File: src/hdl/crs_pkg.sv
// ----------------------------------------------------------------------------
// crs_pkg
// Shared types and constants of the cost rank sorter: widths, register map
// and the entry and control records passed along the cell chain.
// ----------------------------------------------------------------------------
package crs_pkg;

    localparam int unsigned MAX_LOCATIONS_DEF = 64;
    localparam int unsigned COST_W            = 32;
    localparam int unsigned IDX_W             = 6;
    localparam int unsigned PADDR_W           = 3;
    localparam int unsigned PDATA_W           = 32;

    localparam logic [PADDR_W-1:0] REG_COST_CEILING = 3'd0;

    localparam logic [COST_W-1:0] COST_MOST_NEG   = 32'h8000_0000;
    localparam logic [COST_W-1:0] COST_MOST_POS   = 32'h7FFF_FFFF;

    typedef struct packed {
        logic [COST_W-1:0] key;
        logic [IDX_W-1:0]  idx;
    } crs_entry_t;

    typedef struct packed {
        logic              insert;
        logic              drain;
        logic [COST_W-1:0] new_key;
        logic [IDX_W-1:0]  new_idx;
    } crs_ctrl_t;

    typedef enum logic [1:0] {
        ST_LOAD  = 2'b01,
        ST_DRAIN = 2'b10
    } crs_state_t;

endpackage

File: src/hdl/crs_cell.sv
// ----------------------------------------------------------------------------
// crs_cell
// One cell of the insertion chain. Holds one (cost, index) entry, compares
// it with the broadcast key and takes the new key, its left neighbor's entry
// or, while draining, its right neighbor's entry.
// ----------------------------------------------------------------------------
module crs_cell
    import crs_pkg::*;
(
    input  logic       aclk,
    input  crs_ctrl_t  ctrl,
    input  logic       occupied,
    input  logic       left_gt,
    input  crs_entry_t left_entry,
    input  crs_entry_t right_entry,
    output crs_entry_t entry,
    output logic       gt
);

    crs_entry_t entry_reg;
    crs_entry_t entry_next;

    assign gt = !occupied || ($signed(entry_reg.key) > $signed(ctrl.new_key));

    always_comb begin
        entry_next = entry_reg;
        if (ctrl.drain) begin
            entry_next = right_entry;
        end else if (ctrl.insert && gt) begin
            if (left_gt) begin
                entry_next = left_entry;
            end else begin
                entry_next.key = ctrl.new_key;
                entry_next.idx = ctrl.new_idx;
            end
        end
    end

    always_ff @(posedge aclk) begin
        entry_reg <= entry_next;
    end

    assign entry = entry_reg;

endmodule

File: config.mk
export PLATFORM = sky130hd
export DESIGN_NAME = crs_cell
export DESIGN_NICKNAME = d
export VERILOG_FILES = /design/src/hdl/crs_pkg.sv /design/src/hdl/crs_cell.sv
export SDC_FILE = /design/constraint.sdc
export NUM_CORES = 1
export LEC_CHECK = 0
export BUFFER_PORTS_ARGS = -buffer_cell sky130_fd_sc_hd__buf_2
export CORE_MARGIN = 3
export CORE_UTILIZATION = 30
export DETAILED_ROUTE_END_ITERATION = 8
export SETUP_SLACK_MARGIN = 0.5
export SYNTH_ARGS = -nofsm -noshare
export SYNTH_HDL_FRONTEND = slang
export SYNTH_SLANG_ARGS = --single-unit
File: constraint.sdc
create_clock -name aclk -period 10 [get_ports aclk]
set_clock_uncertainty 0.1 [all_clocks]
set_input_delay 1 -clock aclk [delete_from_list [all_inputs] [get_ports aclk]]
set_output_delay 1 -clock aclk [all_outputs]
set_load 0.02 [all_outputs]
==> results of run 1 <==
[through the flow]
step | setup WS [ns] | power (mW) | std cells | hold slack (ns)
floorplan | 5.52 | 0.301 | 283 | 1.09
global placement | 5.75 | 0.362 | 537 | 1.18
detailed placement | 5.72 | 0.366 | 537 | 1.18
CTS | 5.85 | 0.500 | 545 | 0.870
global route | 5.73 | 0.523 | 545 | 0.882
finish | 5.85 | 0.491 | 545 | 0.880
[how the worst max path moves through the flow]
stage	to	slack [ns]	cells past startpoint	start
after floorplan	entry[0]	5.52	8	ctrl[35]
after global placement	entry[7]	5.75	9	ctrl[35]
after detailed placement	entry[6]	5.72	9	ctrl[33]
after CTS	gt	5.85	10	ctrl[34]
after global routing	gt	5.73	10	ctrl[34]
final	gt	5.85	10	ctrl[34]
[tightest hold or removal path, delay by kind of cell]
| family | cells | cell delay [ns] |
|---|---|---|
| buffers and inverters | 1 | 0.07 |
| AO/OA/AOI/OAI | 1 | 0.05 |
| AND/OR/NAND/NOR | 1 | 0.03 |
[layout make-up]
class                           count  area [um^2]  area share (%)
Multi-Input combinational cell    199         1440            38.4
Sequential cell                    38         1140            30.4
Timing Repair Buffer              158          793            21.1
Tap cell                          108          135            3.60
Inverter                           34          128            3.40
Clock buffer                        5         68.8            1.83
Clock inverter                      3         45.0            1.20
[cells by family after synthesis]
family | Yosys count | share of synthesized area [%]
AO/OA/AOI/OAI | 65 | 13.3
AND/OR/NAND/NOR | 64 | 10.3
buffers and inverters | 46 | 6.42
multiplexers | 38 | 13.8
flip-flops | 38 | 41.5
adder cells (fa/ha/maj) | 32 | 14.6
[per-layer routing]
| metal | track usage (%) | wire length [um] | vias to the layer above | part of all wire (%) |
|---|---|---|---|---|
| li1 | - | - | 1316 | - |
| met1 | 17.0 | 3200 | 1119 | 43 |
| met2 | 23.9 | 3570 | 99 | 48 |
| met3 | 3.79 | 613 | 4 | 8.3 |
| met4 | 2.45 | 26 | 0 | 0.35 |
| met5 | 0 | 0 | - | 0 |
[layout by cell type (no fill, tap or decap), drive strengths merged, types with 5 or more instances in the layout]
master / instances
edfxtp: 38
ha: 32
o21ai: 42
clkbuf: 5
nand2: 47
nand4: 5
mux2i: 38
a21oi: 13
buf: 158
inv: 34
[report_power, final]
part           total, mW  switching (mW)  internal, mW
logic              0.150          0.0878        0.0618
registers          0.209         0.00921         0.200
clock network      0.132          0.0575        0.0742
total              0.491           0.155         0.336
==> impl_results.md, run 1 <==
* Flip-flop count of the largest register after layout at 38
* Fin area at 0.00375 mm^2
* Final hold vios at 0
* Min-delay src: right_entry[35]
* DR vias/cell at 4.66
* Reg clk slew, reported paths at 0.08 ns
* CTS HTree Levels at 2
* Number of diodes at 0
* Clock buffer depth at 2
* Synth area leaders: edfxtp_1, ha_1, mux2i_1
* Maxcap violations at 0
* Total GRT Usage at 13.7%
* Post-Syn Area at 0.00275 mm^2
* Port bufs at 157
* Fin crit period at 4.15 ns
* Hold path endpoint: entry[35]
* Post-route ant nets at 0
* Layout cell share with drive strength beyond 1 at 38.9%
* Vias in the first global route at 2458
* Critical path fanouts, max at 3
* Die Ht at 102 um
* Final wirelength at 7410 um
* Routability cong. at 0.795
* TNS Setup at 0 ns
* IO Count at 158
* Critical Path AT at 3.05 ns
* Core ar. at 0.00881 mm^2
* Initial antenna violation count at 0
* Clock root cell: clkbuf_8
* Die area at 0.0103 mm^2
* CTS buffer count at 5
* Worst Tran Pin Value at 1.20 ns
* Crit share post-route at 41.5%
* Highest clock rate at 241 MHz
* Asr flop ratio synth at 0%
* Worst hold path class: in2reg
* Post-synth EDFFs at 38
* Area leader, netlist: edfxtp_1
* Library cells used by synthesis at 28
* Syn avg cell area at 9.70 um^2
* Post-CTS Resized at 0
* DPL Wire Length at 6020 um
* Cells after Synth at 283
* Final #Nets at 587
* Vias post-DR at 2538
* CP Cell Sequence: buf_2, inv_1, ha_1, nand4_1, nor4_1, a22oi_1, o211ai_1, o211ai_2, nand2_1, buf_2
* Dpl cell area at 0.00364 mm^2
* Worst reg2reg path startpoint: entry[34]
* CP required at 8.90 ns
* CTS Sinks at 38
* Outcome: complete, no violations
* Initial DRC Count at 29
* Pre-Repair DR Iteration Count at 4
* Main flop type after synthesis: edfxtp_1
* Peak supply drop at 46.7 uV
* Initial core utilization at 31.2%
* Yosys warns at 0
* WL/cell at 13.6 um
* Clk_lat worst skew at 0.29 ns
* Total grt overflow at 0
* Final Setup Violations at 0
* CP endpoint kind: primary output
* Synth top cells by count: nand2_1, o21ai_0, edfxtp_1, mux2i_1, inv_1
* Headroom to the max-slew limit at 19.5%
* Hold buffers post-CTS at 0
* CP startpoint kind: input pin
* Hold Path Depth at 3
* Top-area cell type share of the netlist area at 41.5%
* Slowest CP cell: nor4_1
* TritonCTS clock tree: built
* Power per cell area at 131 mW/mm^2
* Area Overhead vs Synth at 36.6%
* Crit-path max cell delay at 0.66 ns
* # rows at 34
* Worst-case reg-to-reg path depth at 7
* Largest net degree at the start of global routing at 78
* Core Util, Final at 42.6%
* Fillers at 915
* Leakage at 1.97 nW
* WS Path Type: in2out
* Die W at 102 um
* Critical R2R Capture: entry[16]
* Number of remaining DRC errors at 0
* Top-count cell post-synth: nand2_1
* Synth Net Count at 434
* Crit-path most repeated cell: buf_2
* Register area share after synthesis at 41.5%
* Post-CTS Setup Inserts at 0
* RSZ-0062 raised after global routing: no
* Seq cells post-synth at 38
* Final Max Tran Viols at 0
* R2r setup slk at 6.46 ns
* First-pass GRT wire length at 11300 um
* Worst path bufs/invs at 3
* Cell family with most CP delay: simple AND/OR/NAND/NOR gates
No activity file was read; power rests on OpenSTA's default activity.
==> run 2: changes to the inputs <==
- ABC_AREA: not set -> 1
- clock period: 10 -> 3.5 ns (I/O delays scaled with it)
==> impl_results.md, run 2 <==
* CTS Sinks at 38
* Die Ht at 103 um
* Routability cong. at 0.769
* Flip-flop count of the largest register after layout at 38
* Peak supply drop at 171 uV
* TritonCTS clock tree: built
* Adder-cell share of the synthesized area at 14.1%
* CTS HTree Levels at 2
* Worst Tran Pin Value at 0.567 ns
* Seq cells post-synth at 38
* Largest family of logic cells by synthesized area: compound AO/OA/AOI/OAI gates
* Fin Hold WS at 0.238 ns
* Library cells used by synthesis at 20
* Post-CTS Resized at 0
* Highest clock rate at 378 MHz
* Synth Area in Simple Gates at 15.7%
* Initial DRC Count at 31
* Met2 wire len at 3640 um
* Vias post-DR at 2746
* Top-count cell post-synth: nand2_1
* Mux contribution to synthesized area at 0%
* Top-area cell type share of the netlist area at 40.1%
* Core ar. at 0.00898 mm^2
* Post-Syn Area at 0.00284 mm^2
* Post-route ant nets at 0
* Final #Nets at 639
* Synth top cells by count: nand2_1, inv_1, edfxtp_1
* Total grt overflow at 0
* Clk_lat worst skew at 0.28 ns
* Crit share post-route at 75.6%
* Most frequent cells in the layout: buf_2, nand2_1, inv_1, edfxtp_1, ha_1
* CP startpoint kind: register
* Port bufs at 157
* Final Max Tran Viols at 0
* Syn avg cell area at 8.44 um^2
* Critical Path AT at 2.54 ns
* Final Setup Violations at 0
* Power per cell area at 337 mW/mm^2
* Outcome: complete, no violations
* Number of diodes at 0
* Synth Net Count at 488
* Fin area at 0.00383 mm^2
* Final wirelength at 7560 um
* Hold buffers post-CTS at 0
* Initial core utilization at 31.7%
* Wl on met1 at 3270 um
* Main flop type after synthesis: edfxtp_1
* Asr flop ratio synth at 0%
* Die area at 0.0107 mm^2
* CP endpoint kind: register
* WS Path Type: reg2reg
* Area Overhead vs Synth at 34.7%
* CP required at 3.39 ns
* Pre-Repair DR Iteration Count at 4
* Synth area leaders: edfxtp_1, ha_1, nand2_1
* Worst hold path class: in2reg
* WL/cell at 12.3 um
* Dpl cell area at 0.00375 mm^2
* Critical path fanouts, max at 20
* Met3 Routed Length at 584 um
* Maxcap violations at 0
* Total GRT Usage at 13.7%
* Clock root cell: clkbuf_8
* IO Count at 158
* Design Power at 1.29 mW
* Fin crit period at 2.65 ns
* Leakage at 1.95 nW
* Cells after Synth at 337
* TNS Setup at 0 ns
* Most common cell after layout, fill and taps aside: buf_2
* Layout cell share with drive strength beyond 1 at 35.2%
* First-pass GRT wire length at 11500 um
* Reg clk slew, reported paths at 0.07 ns
* Synth Area in Compound Gates at 21.1%
* Register area share after synthesis at 40.1%
* Initial antenna violation count at 0
* Top Metal Used: met4
* Core Util, Final at 42.7%
* DPL Wire Length at 6220 um
* Final hold vios at 0
* Post-CTS Setup Inserts at 0
* Synth Area in XOR/XNOR at 0%
* DR vias/cell at 4.47
* Die W at 103 um
* Number of remaining DRC errors at 0
* # rows at 34
* Vias in the first global route at 2666
* CTS buffer count at 5
* Headroom to the max-slew limit at 62.2%
* Post-synth EDFFs at 38
* Yosys warns at 0
* Largest net degree at the start of global routing at 43
* Clock buffer depth at 2
* RSZ-0062 raised after global routing: no
* Area leader, netlist: edfxtp_1
[run 2: power breakdown]
group          switching (mW)  total [mW]  internal (mW)
combinational           0.245       0.422          0.177
clock                   0.144       0.281          0.137
sequential             0.0235       0.586          0.563
total                   0.412        1.29          0.877
[run 2: per-stage QoR]
| step | cells | setup slack (ns) |
|---|---|---|
| 4_1_cts | 614 | 0.773 |
| 3_3_place_gp | 607 | 0.733 |
| 5_1_grt | 614 | 0.607 |
| 6_report | 614 | 0.853 |
| 2_1_floorplan | 337 | 0.516 |
| 3_5_place_dp | 607 | 0.690 |
[run 2: final timing paths]
path                   startpoint   endpoint  slack [ns]  cells after the start
setup / recovery        entry[37]  entry[20]        0.85                     13
setup reg to reg        entry[37]  entry[20]        0.85                     13
hold reg to reg         entry[37]  entry[37]        1.30                      6
hold / removal    right_entry[11]  entry[11]        0.24                      2
[run 2: layer usage]
| metal | GRT usage [%] | vias to the layer above |
|---|---|---|
| met4 | 2.69 | 0 |
| met3 | 4.16 | 5 |
| met1 | 16.0 | 1193 |
| met5 | 0 | - |
| met2 | 24.6 | 100 |
| li1 | - | 1448 |
[run 2: kinds of logic after synthesis]
group	Yosys count
AOI/OAI and AO/OA	90
adders and majority gates	32
buffers and inverters	65
DFF	38
and+or+nand+nor	112
[run 2: area by class of cell]
| type | instances | area [um^2] |
|---|---|---|
| multi-input cells | 234 | 1450 |
| well taps | 126 | 158 |
| repair buffers | 160 | 821 |
| inverters | 49 | 184 |
| clock buffers | 7 | 76.3 |
| flip-flops and latches | 38 | 1140 |
| fillers | 940 | 5150 |
[run 2: worst max-delay path, cell delays in order, from the launching register on]
cell	delay (ns)
edfxtp_1	0.40
ha_1	0.33
nand2_1	0.07
inv_2	0.06
nand3_2	0.07
nor2_2	0.12
and3_1	0.20
nand2_1	0.08
nand3_1	0.08
nand3_2	0.08
nand2_2	0.06
nand2_1	0.06
nand2_2	0.40
buf_12	0.23
==> run 3: changes to the inputs <==
- clock period: 3.5 -> 2.5 ns (I/O delays scaled with it)
==> impl_results.md, run 3 (synthesis gave the netlist of run 2 again) <==
* Total GRT Usage at 14.3%
* Final Max Tran Viols at 0
* CP startpoint kind: register
* Number of remaining DRC errors at 0
* DR vias/cell at 4.57
* Fillers at 921
* TNS Setup at 0 ns
* Routability cong. at 0.752
* M3 GR Usage at 4.43%
* CTS Sinks at 38
* Die W at 103 um
* Initial DRC Count at 56
* Hold buffers post-CTS at 0
* Final wirelength at 7950 um
* Critical Path AT at 1.94 ns
* Initial antenna violation count at 0
* Final Setup Violations at 0
* CTS HTree Levels at 2
* Pre-Repair DR Iteration Count at 4
* First-pass GRT wire length at 12000 um
* Fin Hold WS at 0.132 ns
* Worst Tran Pin Value at 0.387 ns
* CTS buffer count at 5
* TritonCTS clock tree: built
* CP required at 2.15 ns
* Slowest CP cell: edfxtp_1
* Maxcap violations at 0
* Vias in the first global route at 2742
* Flip-flop count of the largest register after layout at 38
* Final #Nets at 651
* Die area at 0.0107 mm^2
* Number of diodes at 0
* RSZ-0062 raised after global routing: yes
* WS Path Type: reg2out
* Port bufs at 157
* Reg clk slew, reported paths at 0.07 ns
* Initial core utilization at 31.7%
* Worst path bufs/invs at 2
* Die Ht at 103 um
* Peak supply drop at 207 uV
* Clk_lat worst skew at 0.28 ns
* Highest clock rate at 437 MHz
* Crit-path max cell delay at 0.43 ns
* Area Overhead vs Synth at 48.8%
* Final hold vios at 0
* CP Cell Sequence: ha_4, nand2_1, inv_2, nand3_2, nor2_2, and3_4, nand2_4, nand2_2, nand2_2, nand3_4, nand2_4, buf_6
* Power per cell area at 458 mW/mm^2
* Most frequent cells in the layout: buf_2, nand2_1, inv_1, edfxtp_1
* Cell family with most CP delay: simple AND/OR/NAND/NOR gates
* Post-route ant nets at 0
* Fin crit period at 2.29 ns
* Largest net degree at the start of global routing at 73
* IO Count at 158
* Global-route met1 utilization at 17.0%
* Outcome: complete, no violations
* Global routing's busiest layer: met2
* WL/cell at 12.7 um
* Crit share post-route at 91.6%
* Most common cell after layout, fill and taps aside: buf_2
* Worst hold path class: in2reg
* CP endpoint kind: primary output
* Met2 usage at 25.4%
* Leakage at 2.04 nW
* Clock root cell: clkbuf_8
* Layout cell share with drive strength beyond 1 at 42.8%
* Core ar. at 0.00898 mm^2
* DPL Wire Length at 5830 um
* Total grt overflow at 0
* Headroom to the max-slew limit at 74.2%
* Clock buffer depth at 2
* # rows at 34
* Critical path fanouts, max at 2
* Vias post-DR at 2863
-- run 3: report_power, final --
group	switching (mW)	internal (mW)	total [mW]
Clock	0.210	0.192	0.402
Sequential	0.0395	0.788	0.827
Combinational	0.398	0.311	0.709
-- run 3: worst paths after layout --
path / slack, ns / start / cells past startpoint / end
max: 0.21 / entry[37] / 12 / gt
min: 0.13 / right_entry[12] / 2 / entry[12]
max reg2reg: 0.23 / entry[37] / 13 / entry[30]
min reg2reg: 1.18 / entry[36] / 7 / entry[14]
-- run 3: stage by stage --
| step | std cells | total power, mW | worst slack [ns] | utilization, % | area (um^2) |
|---|---|---|---|---|---|
| after floorplan | 337 | 1.22 | 0.229 | - | 2900 |
| final | 626 | 1.94 | 0.211 | 47.1 | 4230 |
| after global routing | 626 | 2.09 | 0.0483 | 47.1 | 4230 |
| after detailed placement | 606 | 1.45 | 0.0975 | 42.4 | 3810 |
| after CTS | 622 | 1.91 | 0.141 | 44.9 | 4030 |
| after global placement | 606 | 1.44 | 0.130 | 42.4 | 3810 |
-- run 3: repair_timing --
item,4_1_cts,5_1_grt
resized for setup,14,23
pin swaps,10,8
endpoints found under the setup margin,39,39
gates cloned,4,1
buffers inserted,5,3
-- run 3: layout make-up --
type	count	area (um^2)	area share, %
Clock buffer	7	76.3	1.80
Inverter	49	184	4.35
Timing Repair Buffer	167	892	21.1
Multi-Input combinational cell	239	1780	42.0
Sequential cell	38	1140	27.0
Tap cell	126	158	3.73
-- run 3: metal layers --
| layer | part of all wire, % | routed length (um) |
|---|---|---|
| met2 | 47 | 3770 |
| met3 | 8.0 | 632 |
| met1 | 44 | 3490 |
| met5 | 0 | 0 |
| met4 | 0.74 | 59 |
